[config.mk]
export PLATFORM = sky130hd
export DESIGN_NAME = majority_smoother_switch_tracker
export DESIGN_NICKNAME = d
export VERILOG_FILES = /design/src/rtl/core/msst_pkg.sv /design/src/rtl/core/msst_div.sv /design/src/rtl/core/majority_smoother_switch_tracker.sv
export VERILOG_INCLUDE_DIRS = /design/src /design/src/rtl/core
export SDC_FILE = /design/constraint.sdc
export NUM_CORES = 1
export LEC_CHECK = 0
export ABC_AREA = 1
export ABC_CLOCK_PERIOD_IN_PS = 5610
export BUFFER_PORTS_ARGS = -buffer_cell sky130_fd_sc_hd__buf_2
export CORE_MARGIN = 2
export CORE_UTILIZATION = 27
export CTS_CLUSTER_SIZE = 10
export DETAILED_ROUTE_END_ITERATION = 12
export PLACE_DENSITY = 0.44
export SLEW_MARGIN = 20
export SYNTH_ARGS = -nofsm -noshare
export SYNTH_HDL_FRONTEND = slang
export SYNTH_SLANG_ARGS = --single-unit
[constraint.sdc]
create_clock -name clock -period 5.61 [get_ports clock]
set_input_delay 0.561 -clock clock [delete_from_list [all_inputs] [get_ports clock]]
set_output_delay 0.561 -clock clock [all_outputs]
set_load 0.005 [all_outputs]
[src/rtl/core/majority_smoother_switch_tracker_macros.svh]
// ---------------------------------------------------------------------------
// Assertion macros for the majority smoother switch tracker
// Immediate-implication and next-cycle-implication property checks.
// ---------------------------------------------------------------------------
`ifndef MAJORITY_SMOOTHER_SWITCH_TRACKER_MACROS_SVH
`define MAJORITY_SMOOTHER_SWITCH_TRACKER_MACROS_SVH

// check cons in the same cycle as ante
`define MSST_ASSERT_NOW(label, clk, rst, ante, cons, msg) \
   label: assert property (@(posedge clk) disable iff (rst) (ante) |-> (cons)) \
      else $error(msg);

// check cons in the cycle after ante
`define MSST_ASSERT_NEXT(label, clk, rst, ante, cons, msg) \
   label: assert property (@(posedge clk) disable iff (rst) (ante) |=> (cons)) \
      else $error(msg);

`endif

[src/rtl/core/msst_pkg.sv]
// ---------------------------------------------------------------------------
// msst_pkg
// Widths, class codes and limits shared by the smoother and its divider.
// ---------------------------------------------------------------------------
`default_nettype none

package msst_pkg;

   localparam int HALF_WINDOW_DEF = 6;

   localparam int CLASS_W = 2;
   localparam int TIME_W  = 16;
   localparam int RATE_W  = 16;
   localparam int COUNT_W = 16;
   localparam int MEAN_W  = 24;
   localparam int FRAC_W  = 8;

   // interval, scaled difference and widened sum
   localparam int IV_W   = TIME_W + 1;
   localparam int DIFF_W = IV_W + FRAC_W + 1;
   localparam int SUM_W  = DIFF_W + 1;

   localparam logic [CLASS_W-1:0] CLASS_0   = 2'd0;
   localparam logic [CLASS_W-1:0] CLASS_1   = 2'd1;
   localparam logic [CLASS_W-1:0] CLASS_2   = 2'd2;
   localparam logic [CLASS_W-1:0] CLASS_MAX = CLASS_2;

   localparam logic [COUNT_W-1:0] COUNT_MAX = '1;

   localparam logic signed [MEAN_W-1:0] MEAN_MAX = 24'sh7FFFFF;
   localparam logic signed [MEAN_W-1:0] MEAN_MIN = 24'sh800000;

endpackage

`default_nettype wire

[src/rtl/core/msst_div.sv]
// ---------------------------------------------------------------------------
// msst_div
// Restoring unsigned divider, one quotient bit per cycle.
// ---------------------------------------------------------------------------
`default_nettype none

module msst_div #(
   parameter int NUM_W = msst_pkg::DIFF_W,
   parameter int DEN_W = msst_pkg::COUNT_W
) (
   input  logic             clock,
   input  logic             reset,
   input  logic             start,
   input  logic [NUM_W-1:0] num,
   input  logic [DEN_W-1:0] den,
   output logic             done,
   output logic [NUM_W-1:0] quot
);
   localparam int STEP_W = $clog2(NUM_W + 1);

   logic [STEP_W-1:0] steps_ff, steps_in;
   logic              done_ff, done_in;
   logic [NUM_W-1:0]  quo_ff, quo_in;
   logic [DEN_W-1:0]  rem_ff, rem_in;
   logic [DEN_W-1:0]  den_ff, den_in;
   logic [DEN_W:0]    rem_sh;
   logic              fits;

   always_comb begin
      rem_sh   = {rem_ff, quo_ff[NUM_W-1]};
      fits     = rem_sh >= {1'b0, den_ff};
      steps_in = steps_ff;
      done_in  = 1'b0;
      quo_in   = quo_ff;
      rem_in   = rem_ff;
      den_in   = den_ff;
      if (start) begin
         steps_in = STEP_W'(NUM_W);
         quo_in   = num;
         rem_in   = '0;
         den_in   = den;
      end else if (steps_ff != '0) begin
         // shift in the next dividend bit and subtract where it fits
         rem_in   = fits ? DEN_W'(rem_sh - {1'b0, den_ff}) : DEN_W'(rem_sh);
         quo_in   = {quo_ff[NUM_W-2:0], fits};
         steps_in = steps_ff - STEP_W'(1);
         done_in  = steps_ff == STEP_W'(1);
      end
   end

   always_ff @(posedge clock) begin
      if (reset) begin
         steps_ff <= '0;
         done_ff  <= 1'b0;
      end else begin
         steps_ff <= steps_in;
         done_ff  <= done_in;
      end
      quo_ff <= quo_in;
      rem_ff <= rem_in;
      den_ff <= den_in;
   end

   assign done = done_ff;
   assign quot = quo_ff;

endmodule

`default_nettype wire

[src/rtl/core/majority_smoother_switch_tracker.sv]
// ---------------------------------------------------------------------------
// majority_smoother_switch_tracker
// Sliding-window majority filter over class labels with switch tracking.
//
// The req channel carries one item per period: raw class, time and rate.
// The rsp channel returns one item per request: smoothed class, switch flag
// and the switch time, rate, interval count and running mean interval.
// req_stall is high while an item is in work; one item is handled at a time.
// The vote tallies one window entry per cycle, over the fill labels in the
// window (1 up to 2*HALF_WINDOW+1). A switch that updates the mean also
// runs the serial divider (one quotient bit per cycle).
// The next item is taken on the cycle after the result enters the output
// register, even while rsp_stall holds that result.
// When rsp_stall is high the result holds; a finished item waits in its
// last step until the output register is free.
// Synchronous reset empties the window and clears all switch history.
// ---------------------------------------------------------------------------
`default_nettype none

`include "majority_smoother_switch_tracker_macros.svh"

module majority_smoother_switch_tracker #(
   parameter int HALF_WINDOW = msst_pkg::HALF_WINDOW_DEF
) (
   input  logic                                clock,
   input  logic                                reset,
   input  logic                                req_valid,
   output logic                                req_stall,
   input  logic        [msst_pkg::CLASS_W-1:0] req_raw_class,
   input  logic signed [msst_pkg::TIME_W-1:0]  req_period_time,
   input  logic        [msst_pkg::RATE_W-1:0]  req_rate_value,
   output logic                                rsp_valid,
   input  logic                                rsp_stall,
   output logic        [msst_pkg::CLASS_W-1:0] rsp_smoothed_class,
   output logic                                rsp_switched,
   output logic                                rsp_switch_seen,
   output logic signed [msst_pkg::TIME_W-1:0]  rsp_last_switch_time,
   output logic        [msst_pkg::RATE_W-1:0]  rsp_rate_at_switch,
   output logic        [msst_pkg::COUNT_W-1:0] rsp_interval_count,
   output logic signed [msst_pkg::MEAN_W-1:0]  rsp_avg_interval
);
   import msst_pkg::*;

   localparam int WINDOW_LEN = 2 * HALF_WINDOW + 1;
   localparam int IDX_W      = $clog2(WINDOW_LEN);
   localparam int FILL_W     = $clog2(WINDOW_LEN + 1);
   localparam logic [IDX_W-1:0]  LAST_IDX = IDX_W'(WINDOW_LEN - 1);
   localparam logic [FILL_W-1:0] FULL     = FILL_W'(WINDOW_LEN);

   typedef enum logic [2:0] {ST_IDLE, ST_SCAN, ST_VOTE, ST_DIV, ST_DONE} state_type;

   state_type state_ff, state_in;

   logic [CLASS_W-1:0] window_ff [WINDOW_LEN];
   logic               win_we;
   logic [CLASS_W-1:0] win_wdata;

   logic [IDX_W-1:0]         wpos_ff, wpos_in;
   logic [FILL_W-1:0]        fill_ff, fill_in;
   logic [IDX_W-1:0]         idx_ff, idx_in;
   logic [FILL_W-1:0]        tally0_ff, tally0_in;
   logic [FILL_W-1:0]        tally1_ff, tally1_in;
   logic [FILL_W-1:0]        tally2_ff, tally2_in;
   logic signed [TIME_W-1:0] cur_time_ff, cur_time_in;
   logic [RATE_W-1:0]        cur_rate_ff, cur_rate_in;
   logic [CLASS_W-1:0]       prev_class_ff, prev_class_in;
   logic                     prev_valid_ff, prev_valid_in;
   logic signed [TIME_W-1:0] switch_time_ff, switch_time_in;
   logic                     switch_valid_ff, switch_valid_in;
   logic [RATE_W-1:0]        switch_rate_ff, switch_rate_in;
   logic [COUNT_W-1:0]       count_ff, count_in;
   logic signed [MEAN_W-1:0] mean_ff, mean_in;
   logic                     switched_ff, switched_in;
   logic                     diff_neg_ff, diff_neg_in;

   logic                     rsp_valid_ff, rsp_valid_in;
   logic [CLASS_W-1:0]       rsp_class_ff, rsp_class_in;
   logic                     rsp_switched_ff, rsp_switched_in;
   logic                     rsp_seen_ff, rsp_seen_in;
   logic signed [TIME_W-1:0] rsp_time_ff, rsp_time_in;
   logic [RATE_W-1:0]        rsp_rate_ff, rsp_rate_in;
   logic [COUNT_W-1:0]       rsp_count_ff, rsp_count_in;
   logic signed [MEAN_W-1:0] rsp_mean_ff, rsp_mean_in;

   logic [CLASS_W-1:0]       vote;
   logic [CLASS_W-1:0]       raw_clamped;
   logic [COUNT_W-1:0]       count_next;
   logic signed [IV_W-1:0]   interval;
   logic signed [DIFF_W-1:0] diff;
   logic [DIFF_W-1:0]        diff_mag;
   logic signed [SUM_W-1:0]  q_mag;
   logic signed [SUM_W-1:0]  q_signed;
   logic signed [SUM_W-1:0]  mean_sum;
   logic                     div_start;
   logic                     div_done;
   logic [DIFF_W-1:0]        div_quot;

   msst_div #(
      .NUM_W(DIFF_W),
      .DEN_W(COUNT_W)
   ) u_div (
      .clock(clock),
      .reset(reset),
      .start(div_start),
      .num  (diff_mag),
      .den  (count_next),
      .done (div_done),
      .quot (div_quot)
   );

   // majority with ties to the lowest class
   always_comb begin
      vote = CLASS_0;
      if (tally1_ff > tally0_ff) begin
         vote = CLASS_1;
      end
      if (tally2_ff > ((vote == CLASS_1) ? tally1_ff : tally0_ff)) begin
         vote = CLASS_2;
      end
   end

   always_comb begin
      raw_clamped = (req_raw_class > CLASS_MAX) ? CLASS_MAX : req_raw_class;
      count_next  = (count_ff == COUNT_MAX) ? count_ff : count_ff + COUNT_W'(1);
      interval    = IV_W'(cur_time_ff) - IV_W'(switch_time_ff);
      diff        = (DIFF_W'(interval) <<< FRAC_W) - DIFF_W'(mean_ff);
      diff_mag    = diff[DIFF_W-1] ? DIFF_W'(-diff) : DIFF_W'(diff);
      q_mag       = $signed({1'b0, div_quot});
      q_signed    = diff_neg_ff ? -q_mag : q_mag;
      mean_sum    = SUM_W'(mean_ff) + q_signed;
   end

   always_comb begin
      state_in        = state_ff;
      win_we          = 1'b0;
      win_wdata       = raw_clamped;
      wpos_in         = wpos_ff;
      fill_in         = fill_ff;
      idx_in          = idx_ff;
      tally0_in       = tally0_ff;
      tally1_in       = tally1_ff;
      tally2_in       = tally2_ff;
      cur_time_in     = cur_time_ff;
      cur_rate_in     = cur_rate_ff;
      prev_class_in   = prev_class_ff;
      prev_valid_in   = prev_valid_ff;
      switch_time_in  = switch_time_ff;
      switch_valid_in = switch_valid_ff;
      switch_rate_in  = switch_rate_ff;
      count_in        = count_ff;
      mean_in         = mean_ff;
      switched_in     = switched_ff;
      diff_neg_in     = diff_neg_ff;
      div_start       = 1'b0;

      rsp_valid_in    = rsp_valid_ff && rsp_stall;
      rsp_class_in    = rsp_class_ff;
      rsp_switched_in = rsp_switched_ff;
      rsp_seen_in     = rsp_seen_ff;
      rsp_time_in     = rsp_time_ff;
      rsp_rate_in     = rsp_rate_ff;
      rsp_count_in    = rsp_count_ff;
      rsp_mean_in     = rsp_mean_ff;

      case (state_ff)
         ST_IDLE: begin
            if (req_valid) begin
               win_we      = 1'b1;
               wpos_in     = (wpos_ff == LAST_IDX) ? '0 : wpos_ff + IDX_W'(1);
               fill_in     = (fill_ff == FULL) ? fill_ff : fill_ff + FILL_W'(1);
               idx_in      = '0;
               tally0_in   = '0;
               tally1_in   = '0;
               tally2_in   = '0;
               cur_time_in = req_period_time;
               cur_rate_in = req_rate_value;
               state_in    = ST_SCAN;
            end
         end
         ST_SCAN: begin
            case (window_ff[idx_ff])
               CLASS_0: tally0_in = tally0_ff + FILL_W'(1);
               CLASS_1: tally1_in = tally1_ff + FILL_W'(1);
               default: tally2_in = tally2_ff + FILL_W'(1);
            endcase
            if (FILL_W'(idx_ff) == fill_ff - FILL_W'(1)) begin
               state_in = ST_VOTE;
            end else begin
               idx_in = idx_ff + IDX_W'(1);
            end
         end
         ST_VOTE: begin
            switched_in   = prev_valid_ff && (vote != prev_class_ff);
            prev_class_in = vote;
            prev_valid_in = 1'b1;
            state_in      = ST_DONE;
            if (switched_in) begin
               switch_time_in  = cur_time_ff;
               switch_rate_in  = cur_rate_ff;
               switch_valid_in = 1'b1;
               if (switch_valid_ff) begin
                  // mean += (interval - mean) / count, after the count steps
                  count_in    = count_next;
                  diff_neg_in = diff[DIFF_W-1];
                  div_start   = 1'b1;
                  state_in    = ST_DIV;
               end
            end
         end
         ST_DIV: begin
            if (div_done) begin
               if (mean_sum > SUM_W'(MEAN_MAX)) begin
                  mean_in = MEAN_MAX;
               end else if (mean_sum < SUM_W'(MEAN_MIN)) begin
                  mean_in = MEAN_MIN;
               end else begin
                  mean_in = MEAN_W'(mean_sum);
               end
               state_in = ST_DONE;
            end
         end
         ST_DONE: begin
            // hold until the output register is free
            if (!rsp_valid_ff || !rsp_stall) begin
               rsp_valid_in    = 1'b1;
               rsp_class_in    = prev_class_ff;
               rsp_switched_in = switched_ff;
               rsp_seen_in     = switch_valid_ff;
               rsp_time_in     = switch_time_ff;
               rsp_rate_in     = switch_rate_ff;
               rsp_count_in    = count_ff;
               rsp_mean_in     = mean_ff;
               state_in        = ST_IDLE;
            end
         end
         default: begin
            state_in = ST_IDLE;
         end
      endcase
   end

   always_ff @(posedge clock) begin
      if (reset) begin
         state_ff        <= ST_IDLE;
         wpos_ff         <= '0;
         fill_ff         <= '0;
         prev_class_ff   <= CLASS_0;
         prev_valid_ff   <= 1'b0;
         switch_time_ff  <= '0;
         switch_valid_ff <= 1'b0;
         switch_rate_ff  <= '0;
         count_ff        <= '0;
         mean_ff         <= '0;
         rsp_valid_ff    <= 1'b0;
      end else begin
         state_ff        <= state_in;
         wpos_ff         <= wpos_in;
         fill_ff         <= fill_in;
         prev_class_ff   <= prev_class_in;
         prev_valid_ff   <= prev_valid_in;
         switch_time_ff  <= switch_time_in;
         switch_valid_ff <= switch_valid_in;
         switch_rate_ff  <= switch_rate_in;
         count_ff        <= count_in;
         mean_ff         <= mean_in;
         rsp_valid_ff    <= rsp_valid_in;
      end
      idx_ff          <= idx_in;
      tally0_ff       <= tally0_in;
      tally1_ff       <= tally1_in;
      tally2_ff       <= tally2_in;
      cur_time_ff     <= cur_time_in;
      cur_rate_ff     <= cur_rate_in;
      switched_ff     <= switched_in;
      diff_neg_ff     <= diff_neg_in;
      rsp_class_ff    <= rsp_class_in;
      rsp_switched_ff <= rsp_switched_in;
      rsp_seen_ff     <= rsp_seen_in;
      rsp_time_ff     <= rsp_time_in;
      rsp_rate_ff     <= rsp_rate_in;
      rsp_count_ff    <= rsp_count_in;
      rsp_mean_ff     <= rsp_mean_in;
   end

   // window entries beyond the fill count are never read
   always_ff @(posedge clock) begin
      if (win_we) begin
         window_ff[wpos_ff] <= win_wdata;
      end
   end

   assign req_stall            = state_ff != ST_IDLE;
   assign rsp_valid            = rsp_valid_ff;
   assign rsp_smoothed_class   = rsp_class_ff;
   assign rsp_switched         = rsp_switched_ff;
   assign rsp_switch_seen      = rsp_seen_ff;
   assign rsp_last_switch_time = rsp_time_ff;
   assign rsp_rate_at_switch   = rsp_rate_ff;
   assign rsp_interval_count   = rsp_count_ff;
   assign rsp_avg_interval     = rsp_mean_ff;

   `MSST_ASSERT_NOW(a_rsp_from_done, clock, reset, $rose(rsp_valid_ff),
      $past(state_ff == ST_DONE), "result loaded outside done step")
   `MSST_ASSERT_NOW(a_div_in_div, clock, reset, div_done, state_ff == ST_DIV,
      "divider finished outside divide step")
   `MSST_ASSERT_NEXT(a_div_to_done, clock, reset, (state_ff == ST_DIV) && div_done,
      state_ff == ST_DONE, "mean update did not finish")
   `MSST_ASSERT_NOW(a_count_needs_switch, clock, reset, count_ff != '0, switch_valid_ff,
      "interval counted without a switch")
   `MSST_ASSERT_NOW(a_switch_seen, clock, reset, rsp_valid_ff && rsp_switched_ff,
      rsp_seen_ff, "switch reported without switch history")

endmodule

`default_nettype wire

### Word level (Yosys, flattened, before mapping)

Memory sizes are Yosys's and may differ from the RTL's. A register that Yosys moved wholly into a read port is not among the register bits.
Index checks and enable logic that the tools add are counted.

* output and inout bits: 78
* input port bits: 38
* flip-flop bits (word level): 278
* bits in writable memories: 26
* logic and storage cells: 142
* memories: 1

* order comparisons: 6
* reductions and logical operators: 25
* equality and inequality tests: 20
* add/sub/neg operators: 15
* muxes and demuxes: 41
* bitwise gates (word level): 2

Memories
* window_ff: depth 13, width 2, rd ports 1, clocked after Yosys merged registers in 1, write ports 1, line majority_smoother_switch_tracker.sv:54 `logic [CLASS_W-1:0] window_ff [WINDOW_LEN];`

Operator list (count)
* 26-bit 2-to-1 mux: 3
* 24-bit 2-to-1 mux: 2
* 16-bit 2-to-1 mux: 2
* 4-bit 2-to-1 mux: 8
* 4-bit case mux with 2 select lines: 4
* 24-bit by 27-bit adder with 27-bit output: 1
* 27-bit by 24-bit > comparator with 1-bit output, second input constant: 1
* 27-bit by 24-bit < comparator with 1-bit output, second input constant: 1
* 27-bit 2-to-1 mux: 1
* 26-bit negation with 27-bit output: 1
* 26-bit negation: 1
* 25-bit by 24-bit subtractor with 26-bit output: 1
* 4-bit by 1-bit adder with 4-bit output, second input constant: 6
* 3-bit 2-to-1 mux: 6
* 3-bit AND reduction: 6
* 17-bit by 16-bit greater-or-equal comparator with 1-bit output: 1
* 16-bit by 16-bit subtractor with 17-bit output: 1
* 16-bit by 1-bit adder with 16-bit output, second input constant: 1
* 16-bit == test, second input constant: 1
* 16-bit subtractor: 1
* 3-bit case mux with 5 select lines: 1
* 1-bit 2-to-1 mux: 10
* 5-bit 2-to-1 mux: 2
* 2-bit inequality test, second input constant: 5
* other kinds (27): 42

### Depth between registers and ports, before layout

Gate-level depths: netlist (run 1).

* depth after elaboration: 11
* depth in mapped cells: 27
* depth with buffers taken out: 27

### Modules after synthesis

Synthesis (run 1) repeated with hierarchy kept, for this count alone.

* cells, all modules: 2331
* area, all modules: 18435.2 um^2

By module, submodules not included
* majority_smoother_switch_tracker: area each 14744.1 um^2, instances 1, sequential area each 6406.1 um^2, cells each 1862
* msst_div: area each 3691.0 um^2, instances 1, sequential area each 1701.6 um^2, cells each 469

### Least setup slack after synthesis (run 1)

OpenSTA, ideal clock, no wires.

* path kind: in2reg
* start: input port rsp_stall
* end: register rsp_mean_ff[0], in the netlist rsp_avg_interval[0], enable pin
* data arrival time: 3.838 ns
* stages: 3
* required time: 5.099 ns
* slack: 1.262 ns
* path buffers: 0
* library setup time: 0.511 ns
* cell sequence: nand2_1 > inv_1 > nor2_1

* word-level cells in the longest chain between the ends: 3

Ends and longest elaborated chain
* start: declaration: line majority_smoother_switch_tracker.sv:33 `input logic rsp_stall,`
* 1-bit zero test: line majority_smoother_switch_tracker.sv:224 `if (!rsp_valid_ff || !rsp_stall) begin`
* 1-bit logical OR: line majority_smoother_switch_tracker.sv:224
* 2-bit AND reduction (no line)
* end signal: assignment: line majority_smoother_switch_tracker.sv:282 `rsp_mean_ff <= rsp_mean_in;`
* end: declaration: line majority_smoother_switch_tracker.sv:83 `logic signed [MEAN_W-1:0] rsp_mean_ff, rsp_mean_in;`

No other way between the ends.
A chain may end at the register's enable or synchronous reset.

### Worst setup path after layout (run 1)

* start: register u_div.quo_ff[2], in the netlist u_div.quot[2]
* end: register mean_ff[16]

* word-level cells in the longest chain between the ends: 6
* elaborated cells on any way between the ends: 7
* those cells by class: add/sub: 2; order compare: 2; mux: 3

Ends and longest elaborated chain
* start: declaration: line msst_div.sv:23 `logic [NUM_W-1:0] quo_ff, quo_in;`
* start signal: assignment: line msst_div.sv:59 `quo_ff <= quo_in;`
* 26-bit negation with 27-bit output: line majority_smoother_switch_tracker.sv:129 `q_signed = diff_neg_ff ? -q_mag : q_mag;`
* 27-bit 2-to-1 mux (*): line majority_smoother_switch_tracker.sv:129
* 24-bit by 27-bit adder with 27-bit output (*): line majority_smoother_switch_tracker.sv:130 `mean_sum = SUM_W'(mean_ff) + q_signed;`
* 27-bit by 24-bit < comparator with 1-bit output: line majority_smoother_switch_tracker.sv:214 `end else if (mean_sum < SUM_W'(MEAN_MIN)) begin`
* 24-bit 2-to-1 mux: line majority_smoother_switch_tracker.sv:214
* 24-bit 2-to-1 mux (*): line majority_smoother_switch_tracker.sv:212 `if (mean_sum > SUM_W'(MEAN_MAX)) begin`
* end signal: assignment: line majority_smoother_switch_tracker.sv:265 `mean_ff <= mean_in;`
* end: declaration: line majority_smoother_switch_tracker.sv:72 `logic signed [MEAN_W-1:0] mean_ff, mean_in;`

Every way passes the cells marked *; elsewhere a longest branch is shown, timed or not.

==> impl_results.md, run 1 <==
- Share of layout cells above drive strength 1: 0.103
- Distinct cells, synth: 53
- Initial Utilization: 0.271
- Final Hold Viols: 0
- Post-synth ARST share: 0
- Vias in the first global route: 14326
- Placed insts: 3099
- Number of synthesized flops with an enable pin: 194
- Initial antenna violation count: 1
- Filler cells: 7026
- Setup TNS: 0 ps
- Post-CTS sizing: 0
- Ys flop type: edfxtp_1
- TritonCTS clock tree: yes
- Area of the multi-input gates: 8370 um2
- Post-route setup slack: 1090 ps
- Worst Hold Path EP: cur_rate_ff[14]
- First-pass GRT wire length: 78000 um
- Worst-path cell chain: inv_2 -> nand3_1 -> nor3_1 -> nand2_1 -> nor3_2 -> nand2_1 -> nor3_1 -> a21oi_1 -> nor2_1 -> xor2_1 -> ha_1 -> a21o_1 -> nand3_1 -> nand2_1 -> a21oi_1 -> nand4_1 -> nand2_1 -> nand3_1 -> nand2_1 -> nand2_1 -> a21oi_1
- Die Y-Extent: 260 um
- Critical Path Fanout Max: 21
- Slew @ Worst Pin: 954 ps
- Reg area: 8110 um2
- Final worst path period share: 0.806
- Total gr overflow: 0
- Setup crit start kind: flop
- Total power: 9.55 mW
- Core Region: 65400 um2
- Final GP Congestion: 0.838
- Final wirelength: 49800 um
- Hold Slack: 169 ps
- Synth Cell Area: 17800 um2
- Max Freq: 0.221 GHz
- Worst r2r dst: mean_ff[16]
- Outcome: finished clean
- Largest net degree at the start of global routing: 61
- Worst path max stage delay: 650 ps
- Die Area: 67800 um2
- Hold_sp: req_rate_value[14]
- Std-Cell Rows: 94
- Non-Filler Instances: 3173
- R2R depth: 21
- Setup Fix Bufs, Post-CTS: 0
- Clock Latency Late Sink: 570 ps
- Cts bufs inserted: 40
- Setup violations, final: 0
- Number of port buffers: 115
- 1st-iter DRT viols: 788
- Max_cap viols: 0
- Mean Syn Cell Area: 8.22 um2
- Via Count: 14604
- # H-tree levels: 2
- Seq/Total Area, Yosys: 0.457
- CTS root buf: clkbuf_16
- #FFs+latches synth: 308
- Diode count: 0
- Tmin final: 4520 ps
- Max-slew headroom: 0.364
- Ports: 116
- Crit path DAT: 5000 ps
- Worst IR drop on VDD: 0.321 mV
- Critical R2R Launch: u_div.quot[2]
- Final Skew: 24.4 ps
- Wire per inst: 15.7 um
- Sink Count: 308
- Synth-to-layout area growth: 15.9%
- Crit. End Element: flop
- Gr usage total: 0.145
- Hpwl dp: 37400 um
- # hold bufs at CTS: 0
- Crit-path most repeated cell: nand2_1
- Synth Net Count: 2303
- Critical path class: flop to flop
- Chip Width: 260 um
- Yosys warns: 0
- Clock buffer depth: 3
- Class of the worst hold path: input port to flop
- Setup slack, reg-to-reg: 1090 ps
- Critical-path top delay cell: nand2_1
- PD cells: 464 nW/um2
- Clock transition at path regs: 60 ps
- Final ANT Viol Nets: 0
- Total iterations of the first detailed-routing run: 5
- Leak: 8.93 nW
- Worst slack, placed: 1000 ps
- Max-slew violation count: 0
- Min-Delay Path Depth: 1
- Post-synthesis cell count: 2159
- Vias/cell: 4.60
- RSZ-0062 raised after global routing: false
- CP Data Required Time: 6090 ps
- Nets: 2421
- Final routed DRC violation total: 0
[per-stage QoR]
stage	cell area, um2	util
after floorplan	17800	-
after global placement	19300	0.295
after detailed placement	19300	0.295
after CTS	20600	0.315
after global routing	20600	0.315
final	20600	0.315
[report_power, final]
part	leakage, nW	internal (mW)	total (mW)	switching [mW]
Combinational	5.57	1.34	3.88	2.54
Sequential	2.74	2.90	3.20	0.303
Clock	0.616	1.46	2.47	1.01
[flip-flops by register name, indices dropped and copies added (netlist names), 24 cells and up, named ones only]
name              flops
u_div.quot           26
mean_ff              24
window_ff            26
rsp_avg_interval     24
[logic make-up (layout without fill, tap and decap cells)]
group / Yosys count / after routing / synth area share
and+or+nand+nor: 926 / 926 / 0.228
AOI/OAI and AO/OA: 380 / 380 / 0.114
buffers and inverters: 335 / 485 / 0.0723
DFF: 308 / 308 / 0.457
adders and majority gates: 106 / 106 / 0.0760
xor gates and xnor gates: 101 / 101 / 0.0509
muxes: 3 / 3 / 0.00190
[layer usage]
metal	global-route usage	up-vias	routed length (um)
met3	0.0243	70	2110
li1	-	7458	-
met2	0.243	268	22900
met5	0	-	11
met1	0.193	6806	23700
met4	0.0368	2	1000
[critical path, delay by kind of cell, from the launching register on]
kind                       cells  cell delay [ps]
and+or+nand+nor               14             2470
DFF                            1              410
adders and majority gates      1              340
xor gates and xnor gates       1              290
AOI/OAI and AO/OA              4              790
buffers and inverters          1              120
[synthesized netlist by cell type, types with 3 or more instances]
cell / n / area, um2
o31ai_1: 3 / 22.5
o211ai_1: 3 / 22.5
xor2_1: 71 / 622
nor2_2: 6 / 37.5
fa_1: 3 / 60.1
nand4_1: 39 / 244
inv_2: 8 / 30.0
o21bai_1: 8 / 60.1
a21oi_1: 176 / 881
clkbuf_1: 33 / 124
a21o_1: 10 / 75.1
xnor2_1: 29 / 254
inv_1: 274 / 1030
o32ai_1: 6 / 52.6
nand3_1: 144 / 721
a21boi_0: 4 / 30.0
buf_2: 18 / 90.1
o21ai_0: 144 / 721
dfxtp_1: 114 / 2280
o21ai_1: 8 / 40.0
o21a_1: 3 / 22.5
ha_1: 103 / 1290
nand3b_1: 10 / 75.1
nand2_2: 9 / 56.3
edfxtp_1: 194 / 5830
nor2_4: 8 / 90.1
mux2_2: 3 / 33.8
nor3_2: 4 / 40.0
a31oi_1: 7 / 43.8
or2_2: 7 / 43.8
nor2_1: 168 / 631
nor4_1: 3 / 18.8
nor3_1: 25 / 125
nand2_1: 489 / 1840
[worst max-delay path by stage]
stage                         startpoint                  end  slack, ps  cells after the start
after floorplan                rsp_stall  rsp_avg_interval[0]       1260                      3
after global placement    cur_time_ff[0]       u_div.quot[25]       1080                     22
after detailed placement  cur_time_ff[0]       u_div.quot[25]       1000                     22
after CTS                 cur_time_ff[0]       u_div.quot[25]       1010                     22
after global routing      cur_time_ff[0]        u_div.quot[7]        490                     23
final                      u_div.quot[2]          mean_ff[16]       1090                     21
[area by class of cell]
| type | count | share of cell area |
|---|---|---|
| clock buffers | 65 | 0.0577 |
| clock inverters | 9 | 0.00377 |
| inverters | 283 | 0.0516 |
| multi-input cells | 1516 | 0.407 |
| flip-flops and latches | 308 | 0.394 |
| well taps | 864 | 0.0525 |
| repair buffers | 128 | 0.0333 |
[cell usage in the layout, fill, tap and decap left out, drive strengths merged, types with 2 or more instances in the layout]
cell type	n
o31ai	3
ha	103
clkbuf	65
nand3b	10
clkinv	8
nor3	29
a211oi	2
nor4	3
o211ai	3
mux2	3
nand4	40
xnor2	29
edfxtp	194
xor2	72
nand2	500
dfxtp	114
or2	9
o21bai	8
nand3	147
inv	283
a31oi	7
o32ai	6
buf	128
o21a	3
o21ai	152
fa	3
nor2	182
a21boi	5
and2	2
a21o	10
a21oi	176
o22ai	2
Power figures use the tool's default switching activity.
==> run 2: changes to the inputs <==
--- a/config.mk
+++ b/config.mk
@@ -6,8 +6,8 @@
 export SDC_FILE = /design/constraint.sdc
 export NUM_CORES = 1
 export LEC_CHECK = 0
-export ABC_AREA = 1
-export ABC_CLOCK_PERIOD_IN_PS = 5610
+export ABC_AREA = 0
+export ABC_CLOCK_PERIOD_IN_PS = 4600
 export BUFFER_PORTS_ARGS = -buffer_cell sky130_fd_sc_hd__buf_2
 export CORE_MARGIN = 2
 export CORE_UTILIZATION = 27
==> constraint.sdc (replaced) <==
create_clock -name clock -period 4.6 [get_ports clock]
set_input_delay 0.46 -clock clock [delete_from_list [all_inputs] [get_ports clock]]
set_output_delay 0.46 -clock clock [all_outputs]
set_load 0.005 [all_outputs]
==> run 2 against run 1 <==
Net effect:
- the run now ends with negative setup slack left
- via count decreased by 13%
- final area rose by 2.0%
- sequential cell count is the same
- first-iteration DRC count down 15%
- worst hold slack lost 98 ps
- critical path depth shrank 2
- non-clock buffer count up 103
- sequential power increased by 22%
- utilization up 2.0 points
- combinational power grew 24%
- critical path type unchanged
- synthesized cell count down 23%
- clock power grew 21%
==> impl_results.md, run 2 <==
- Main combinational cell family by area after synthesis: compound AO/OA/AOI/OAI gates
- Total iterations of the first detailed-routing run: 5 (unchanged)
- Post-synth ARST share: 0 (unchanged)
- Seq/Total Area, Yosys: 0.476 (+0.0193)
- Final wirelength: 43600 um (-12%)
- Distinct cells, synth: 77 (+45%)
- Std-Cell Rows: 92 (-2.1%)
- Share of layout cells above drive strength 1: 0.214 (+0.111)
- Max_cap viols: 0 (unchanged)
- Worst-path cell chain: or4_4 -> nor4_4 -> nand2_2 -> or3_4 -> buf_4 -> o31ai_4 -> xnor2_2 -> ha_2 -> buf_4 -> nand2_1 -> nor2_1 -> nor4_2 -> o221ai_2 -> xnor2_2 -> o31ai_4 -> buf_6 -> buf_12 -> a311oi_2 -> nor3_1
- Mean Syn Cell Area: 10.2 um2 (+25%)
- Core Region: 62700 um2 (-4.1%)
- TritonCTS clock tree: yes
- Ports: 116 (unchanged)
- Final Skew: 29.1 ps (+4.67 ps)
- CP top delay family: simple AND/OR/NAND/NOR gates
- Sink Count: 308 (unchanged)
- Diode count: 0 (unchanged)
- Critical path class: flop to flop
- Setup violations, final: 1 (+1)
- Total gr overflow: 0 (unchanged)
- First-pass GRT wire length: 68100 um (-13%)
- Post-Synth XOR/XNOR Area: 0.0786 (+0.0277)
- Via Count: 12747 (-13%)
- Vias/cell: 4.64 (+0.86%)
- # hold bufs at CTS: 0 (unchanged)
- Slew @ Worst Pin: 899 ps (-55.0 ps)
- Synth-to-layout area growth: 23.3%
- Vias in the first global route: 12524 (-13%)
- #FFs+latches synth: 308 (unchanged)
- # H-tree levels: 2 (unchanged)
- Final GP Congestion: 0.820 (-2.1%)
- Class of the worst hold path: input port to flop
- Gr usage total: 0.132 (-0.0127)
- Crit. End Element: flop
- Compound-cell area share of the yosys netlist: 0.151 (+0.0361)
- Largest net degree at the start of global routing: 63 (+3.3%)
- Crit path DAT: 5010 ps (about the same)
- Leak: 8.30 nW (-7.0%)
- Cts bufs inserted: 40 (unchanged)
- Clock transition at path regs: 60 ps (about the same)
- Simple-gate area share of the yosys netlist: 0.140 (-0.0877)
- Design area: 21000 um2 (+2.0%)
- Hpwl dp: 31300 um (-16%)
- Mux cell area share after synthesis: 0.0362 (+0.0343)
- Critical Path Fanout Max: 9 (-57%)
- Setup crit start kind: flop
- Final ANT Viol Nets: 0 (unchanged)
- Outcome: finished with violations
- Yosys warns: 0 (unchanged)
- Number of synthesized flops with an enable pin: 194 (unchanged)
- Final routed DRC violation total: 0 (unchanged)
- Worst path max stage delay: 580 ps (-70 ps)
- Number of port buffers: 115 (unchanged)
- Post-Synth Adder-Cell Area: 0.0792 (+0.00320)
- Wire per inst: 15.9 um (+1.3%)
- Synth top area share: 0.342 (+0.0138)
- Max-slew headroom: 0.396 (+0.0320)
- Clock buffer depth: 3 (unchanged)
- Synth Cell Area: 17000 um2 (-4.0%)
- Area after DPL: 19200 um2 (-0.58%)
- CP Data Required Time: 5010 ps (-1080 ps)
- Synth Net Count: 1807 (-22%)
- Post-synthesis cell count: 1663 (-23%)
- Most instantiated library cell after synthesis: edfxtp_1
- Die Area: 65100 um2 (-4.0%)
- 1st-iter DRT viols: 668 (-15%)
- Commonest non-fill, non-tap cell in the layout: edfxtp_1
- Critical-path top delay cell: or4_4
- Failing checks: negative setup slack
- Chip Width: 255 um (-2.0%)
- Ys flop type: edfxtp_1
- Filler cells: 6391 (-9.0%)
- PD cells: 557 nW/um2 (+20%)
- Commonest non-fill, non-tap cells in the layout: edfxtp_1, nor2_1, nand2_1, buf_2, dfxtp_1
- Final worst path period share: 1.00 (+0.196)
- Top cells by count, synth: edfxtp_1, nor2_1, nand2_1, dfxtp_1
- WP buf/inv: 4 (+3)
- Final Hold Viols: 0 (unchanged)
- Cell accounting for the most synthesized area: edfxtp_1
- Worst IR drop on VDD: 0.290 mV (-9.7%)
- Worst slack, placed: -150 ps (-1150 ps)
- Die Y-Extent: 255 um (-2.0%)
- Max Freq: 0.217 GHz (-1.9%)
- Initial Utilization: 0.272 (about the same)
- Initial antenna violation count: 0 (-1)
- RSZ-0062 raised after global routing: true
- Clock Latency Late Sink: 560 ps (about the same)
- Ranking of synthesized cells by area: edfxtp_1, dfxtp_1, ha_1
- CTS root buf: clkbuf_16
- Tmin final: 4610 ps (+87.3 ps)
- Nets: 2016 (-17%)
- Max-slew violation count: 0 (unchanged)
- Post-route setup slack: -7.94 ps (-1100 ps)
run 2: metal layers:
layer	vias to the layer above	GRT usage	wire length [um]
met2	225	0.219	20100
met1	6050	0.175	20700
li1	6420	-	-
met4	0	0.0348	784
met3	52	0.0273	2040
met5	-	0	0
run 2: where the power goes:
group	internal, mW	switching, mW
clock network	1.77	1.22
logic	2.17	2.63
registers	3.51	0.396
run 2: layout make-up:
class / instances / area, um2 / share of cell area
multi-input cells: 1190 / 8650 / 0.412
flip-flops and latches: 308 / 8110 / 0.386
repair buffers: 231 / 1550 / 0.0737
clock buffers: 60 / 1140 / 0.0542
well taps: 846 / 1060 / 0.0504
inverters: 101 / 379 / 0.0181
clock inverters: 10 / 114 / 0.00542
run 2: worst register-to-register path: cells and delay by family, from the launching register on:
kind / cells / cell delay [ps]
xor gates and xnor gates: 2 / 470
DFF: 1 / 390
AOI/OAI and AO/OA: 4 / 810
and+or+nand+nor: 8 / 1860
adders and majority gates: 1 / 310
buffers and inverters: 4 / 620
run 2: final timing paths:
| check | to | from | slack [ps] | depth (start not counted) |
|---|---|---|---|---|
| worst max-delay path | mean_ff[5] | u_div.quot[8] | -8 | 19 |
| worst min-delay path | cur_rate_ff[0] | req_rate_value[0] | 70 | 1 |
| worst max register to register | mean_ff[5] | u_div.quot[8] | -8 | 19 |
| worst min register to register | rsp_rate_at_switch[5] | switch_rate_ff[5] | 420 | 0 |
run 2: repair_timing:
action | in CTS | in global routing
setup endpoints to repair | 35 | 48
gates resized for setup | 5 | 83
setup buffers | 1 | 19
cloned | 0 | 1
pin swaps | 5 | 47
run 2: kinds of logic after synthesis:
group           Yosys count
fa+ha+maj               106
mux                      51
buf+inv                 165
xor+xnor                152
simple gates            503
compound gates          378
flops                   308
run 2: stage by stage:
stage	util	std cells	hold slack, ps	TNS [ps]	total power, mW
after floorplan	-	1663	400	0	7.06
after global placement	0.306	2654	414	-258	8.38
after detailed placement	0.306	2654	417	-900	8.43
after CTS	0.326	2725	33.0	0	11.5
after global routing	0.335	2746	41.1	-4050	12.6
final	0.335	2746	71.8	-7.94	11.7
==> run 3: changes to the inputs <==
--- a/config.mk
+++ b/config.mk
@@ -10,11 +10,11 @@
 export ABC_CLOCK_PERIOD_IN_PS = 4600
 export BUFFER_PORTS_ARGS = -buffer_cell sky130_fd_sc_hd__buf_2
 export CORE_MARGIN = 2
-export CORE_UTILIZATION = 27
+export CORE_UTILIZATION = 55
 export CTS_CLUSTER_SIZE = 10
 export DETAILED_ROUTE_END_ITERATION = 12
-export PLACE_DENSITY = 0.44
-export SLEW_MARGIN = 20
+export PLACE_DENSITY = 0.76
+export SLEW_MARGIN = 25
 export SYNTH_ARGS = -nofsm -noshare
 export SYNTH_HDL_FRONTEND = slang
 export SYNTH_SLANG_ARGS = --single-unit
==> run 3 against run 2 <==
Net effect:
- the run still ends with negative setup slack left
- maximum frequency down 0.29%
- first-iteration DRC count rose by 19%
- worst hold slack better by 33 ps
- die area decreased by 50%
- worst setup slack worse by 14 ps
- non-clock buffer count fell by 43
- global-route usage rose by 10 points
- count of clock-buffer cells in the layout did not move
- critical path type unchanged
- highest routed layer unchanged
==> impl_results.md, run 3 (synthesis results as in run 2) <==
- Outcome: finished with violations
- Failing checks: negative setup slack
- Setup TNS: -49.3 ps (-41.4 ps)
- Slew @ Worst Pin: 919 ps (+20.2 ps)
- Tmin final: 4620 ps (+13.6 ps)
- Clock transition at path regs: 60 ps (about the same)
- # hold bufs at CTS: 0 (unchanged)
- Sink Count: 308 (unchanged)
- Commonest non-fill, non-tap cells in the layout: edfxtp_1, nor2_1, nand2_1, dfxtp_1, buf_2
- Max-slew headroom: 0.387 (-0.00956)
- Critical path endpoint: mean_ff[21]
- CTS root buf: clkbuf_16
- Total power: 11.3 mW (-3.5%)
- Gr usage total: 0.234 (+0.101)
- Crit. End Element: flop
- Hold Slack: 105 ps (+33.4 ps)
- Number of port buffers: 115 (unchanged)
- Initial Utilization: 0.558 (+0.287)
- Via Count: 13075 (+2.6%)
- Critical Path Fanout Max: 8 (-1)
- R2R depth: 19 (unchanged)
- Critical path class: flop to flop
- RSZ-0062 raised after global routing: true
- PD cells: 564 nW/um2 (+1.3%)
- Total iterations of the first detailed-routing run: 5 (unchanged)
- Setup slack, reg-to-reg: -20 ps (about the same)
- Max Freq: 0.216 GHz (-0.29%)
- Hpwl dp: 27300 um (-13%)
- Min-Delay Path Depth: 1 (unchanged)
- 1st-iter DRT viols: 795 (+19%)
- Critical R2R Launch: u_div.quot[11]
- Core Region: 30500 um2 (-51%)
- Wire per inst: 17.7 um (+11%)
- Final wirelength: 39900 um (-8.6%)
- Cts bufs inserted: 38 (-5.0%)
- Diode count: 0 (unchanged)
- Commonest non-fill, non-tap cell in the layout: edfxtp_1
- Setup crit start kind: flop
- # H-tree levels: 2 (unchanged)
- Worst r2r dst: mean_ff[21]
- Setup violations, final: 5 (+4)
- Synth-to-layout area growth: 17.4%
- Final worst path period share: 1.00 (+0.00295)
- Max-slew violation count: 0 (unchanged)
- Class of the worst hold path: input port to flop
- Final ANT Viol Nets: 0 (unchanged)
- Die Area: 32400 um2 (-50%)
- Largest net degree at the start of global routing: 78 (+24%)
- Worst IR drop on VDD: 0.457 mV (+58%)
- Total gr overflow: 0 (unchanged)
- Std-Cell Rows: 64 (-30%)
- Vias in the first global route: 12686 (+1.3%)
- Share of layout cells above drive strength 1: 0.190 (-0.0235)
- Leak: 8.00 nW (-3.6%)
- CP Data Required Time: 5050 ps (+40 ps)
- Worst setup path start: u_div.quot[11]
- Final Hold Viols: 0 (unchanged)
- Die Y-Extent: 180 um (-29%)
- Chip Width: 180 um (-29%)
- Post-route setup slack: -21.5 ps (-13.6 ps)
- Clock buffer depth: 3 (unchanged)
- Initial antenna violation count: 0 (unchanged)
- Final GP Congestion: 0.899 (+9.6%)
- Final routed DRC violation total: 0 (unchanged)
- Ports: 116 (unchanged)
- Vias/cell: 5.81 (+25%)
- Crit path DAT: 5070 ps (+60 ps)
- First-pass GRT wire length: 62600 um (-8.2%)
- Clock Latency Late Sink: 540 ps (-20 ps)
- Final Skew: 26.0 ps (-3.07 ps)
- Nets: 1972 (-2.2%)
- TritonCTS clock tree: yes
- Max_cap viols: 0 (unchanged)
## run 3: worst min-delay path by stage
stage                             from                      to  slack [ps]
floorplan                  switched_ff            rsp_switched         400
detailed placement         switched_ff            rsp_switched         420
global placement    switch_rate_ff[10]  rsp_rate_at_switch[10]         410
CTS                 req_rate_value[10]         cur_rate_ff[10]          90
global route        req_rate_value[12]         cur_rate_ff[12]          80
finish              req_rate_value[12]         cur_rate_ff[12]         110
## run 3: repair_timing
| item | in CTS | in global routing |
|---|---|---|
| gates resized for setup | 9 | 78 |
| buffers inserted | 1 | 21 |
| gates cloned | 0 | 4 |
| setup endpoints to repair | 26 | 64 |
| pin swaps | 4 | 40 |
## run 3: where the power goes
part	leakage, nW	internal (mW)	switching, mW	total, mW
Clock	0.564	1.66	1.15	2.80
Sequential	2.76	3.51	0.397	3.91
Combinational	4.68	1.98	2.59	4.57
Total	8.00	7.15	4.13	11.3
## run 3: routing by layer
| layer | GRT usage | routed length (um) | part of all wire |
|---|---|---|---|
| met5 | 0 | 0 | 0 |
| met4 | 0.0709 | 1070 | 0.027 |
| met3 | 0.0458 | 2560 | 0.064 |
| met2 | 0.399 | 19100 | 0.48 |
| met1 | 0.301 | 17100 | 0.43 |
## run 3: critical path: stages (launching register included)
cell	delay, ps
edfxtp_1	380
or4_4	580
nor4_4	200
nand2_2	90
or3_4	420
nand2_1	100
xnor2_1	120
ha_2	360
a21oi_2	170
nor2b_1	60
o21ai_0	250
nand3_1	120
a41o_1	270
a311oi_2	360
xor2_2	150
o31ai_4	320
buf_6	160
buf_8	140
nand2_1	70
a221oi_2	220
## run 3: layout make-up
| class | instances | area, um2 |
|---|---|---|
| tap | 396 | 495 |
| sequential | 308 | 8110 |
| multi-input combinational | 1190 | 8560 |
| timing repair buffer | 188 | 1270 |
| inverter | 101 | 388 |
| fill | 2370 | 10500 |
| clock buffer | 60 | 1060 |
| clock inverter | 8 | 104 |
| timing repair inverter | 1 | 5.00 |
## run 3: stage by stage
stage	utilization	area [um2]	setup slack, ps	instances
6_report	0.655	20000	-21.5	2252
5_1_grt	0.655	20000	-172	2252
4_1_cts	0.638	19500	0.294	2226
3_5_place_dp	0.599	18300	-118	2157
3_3_place_gp	0.598	18300	87.9	2156
2_1_floorplan	-	17000	204	1663
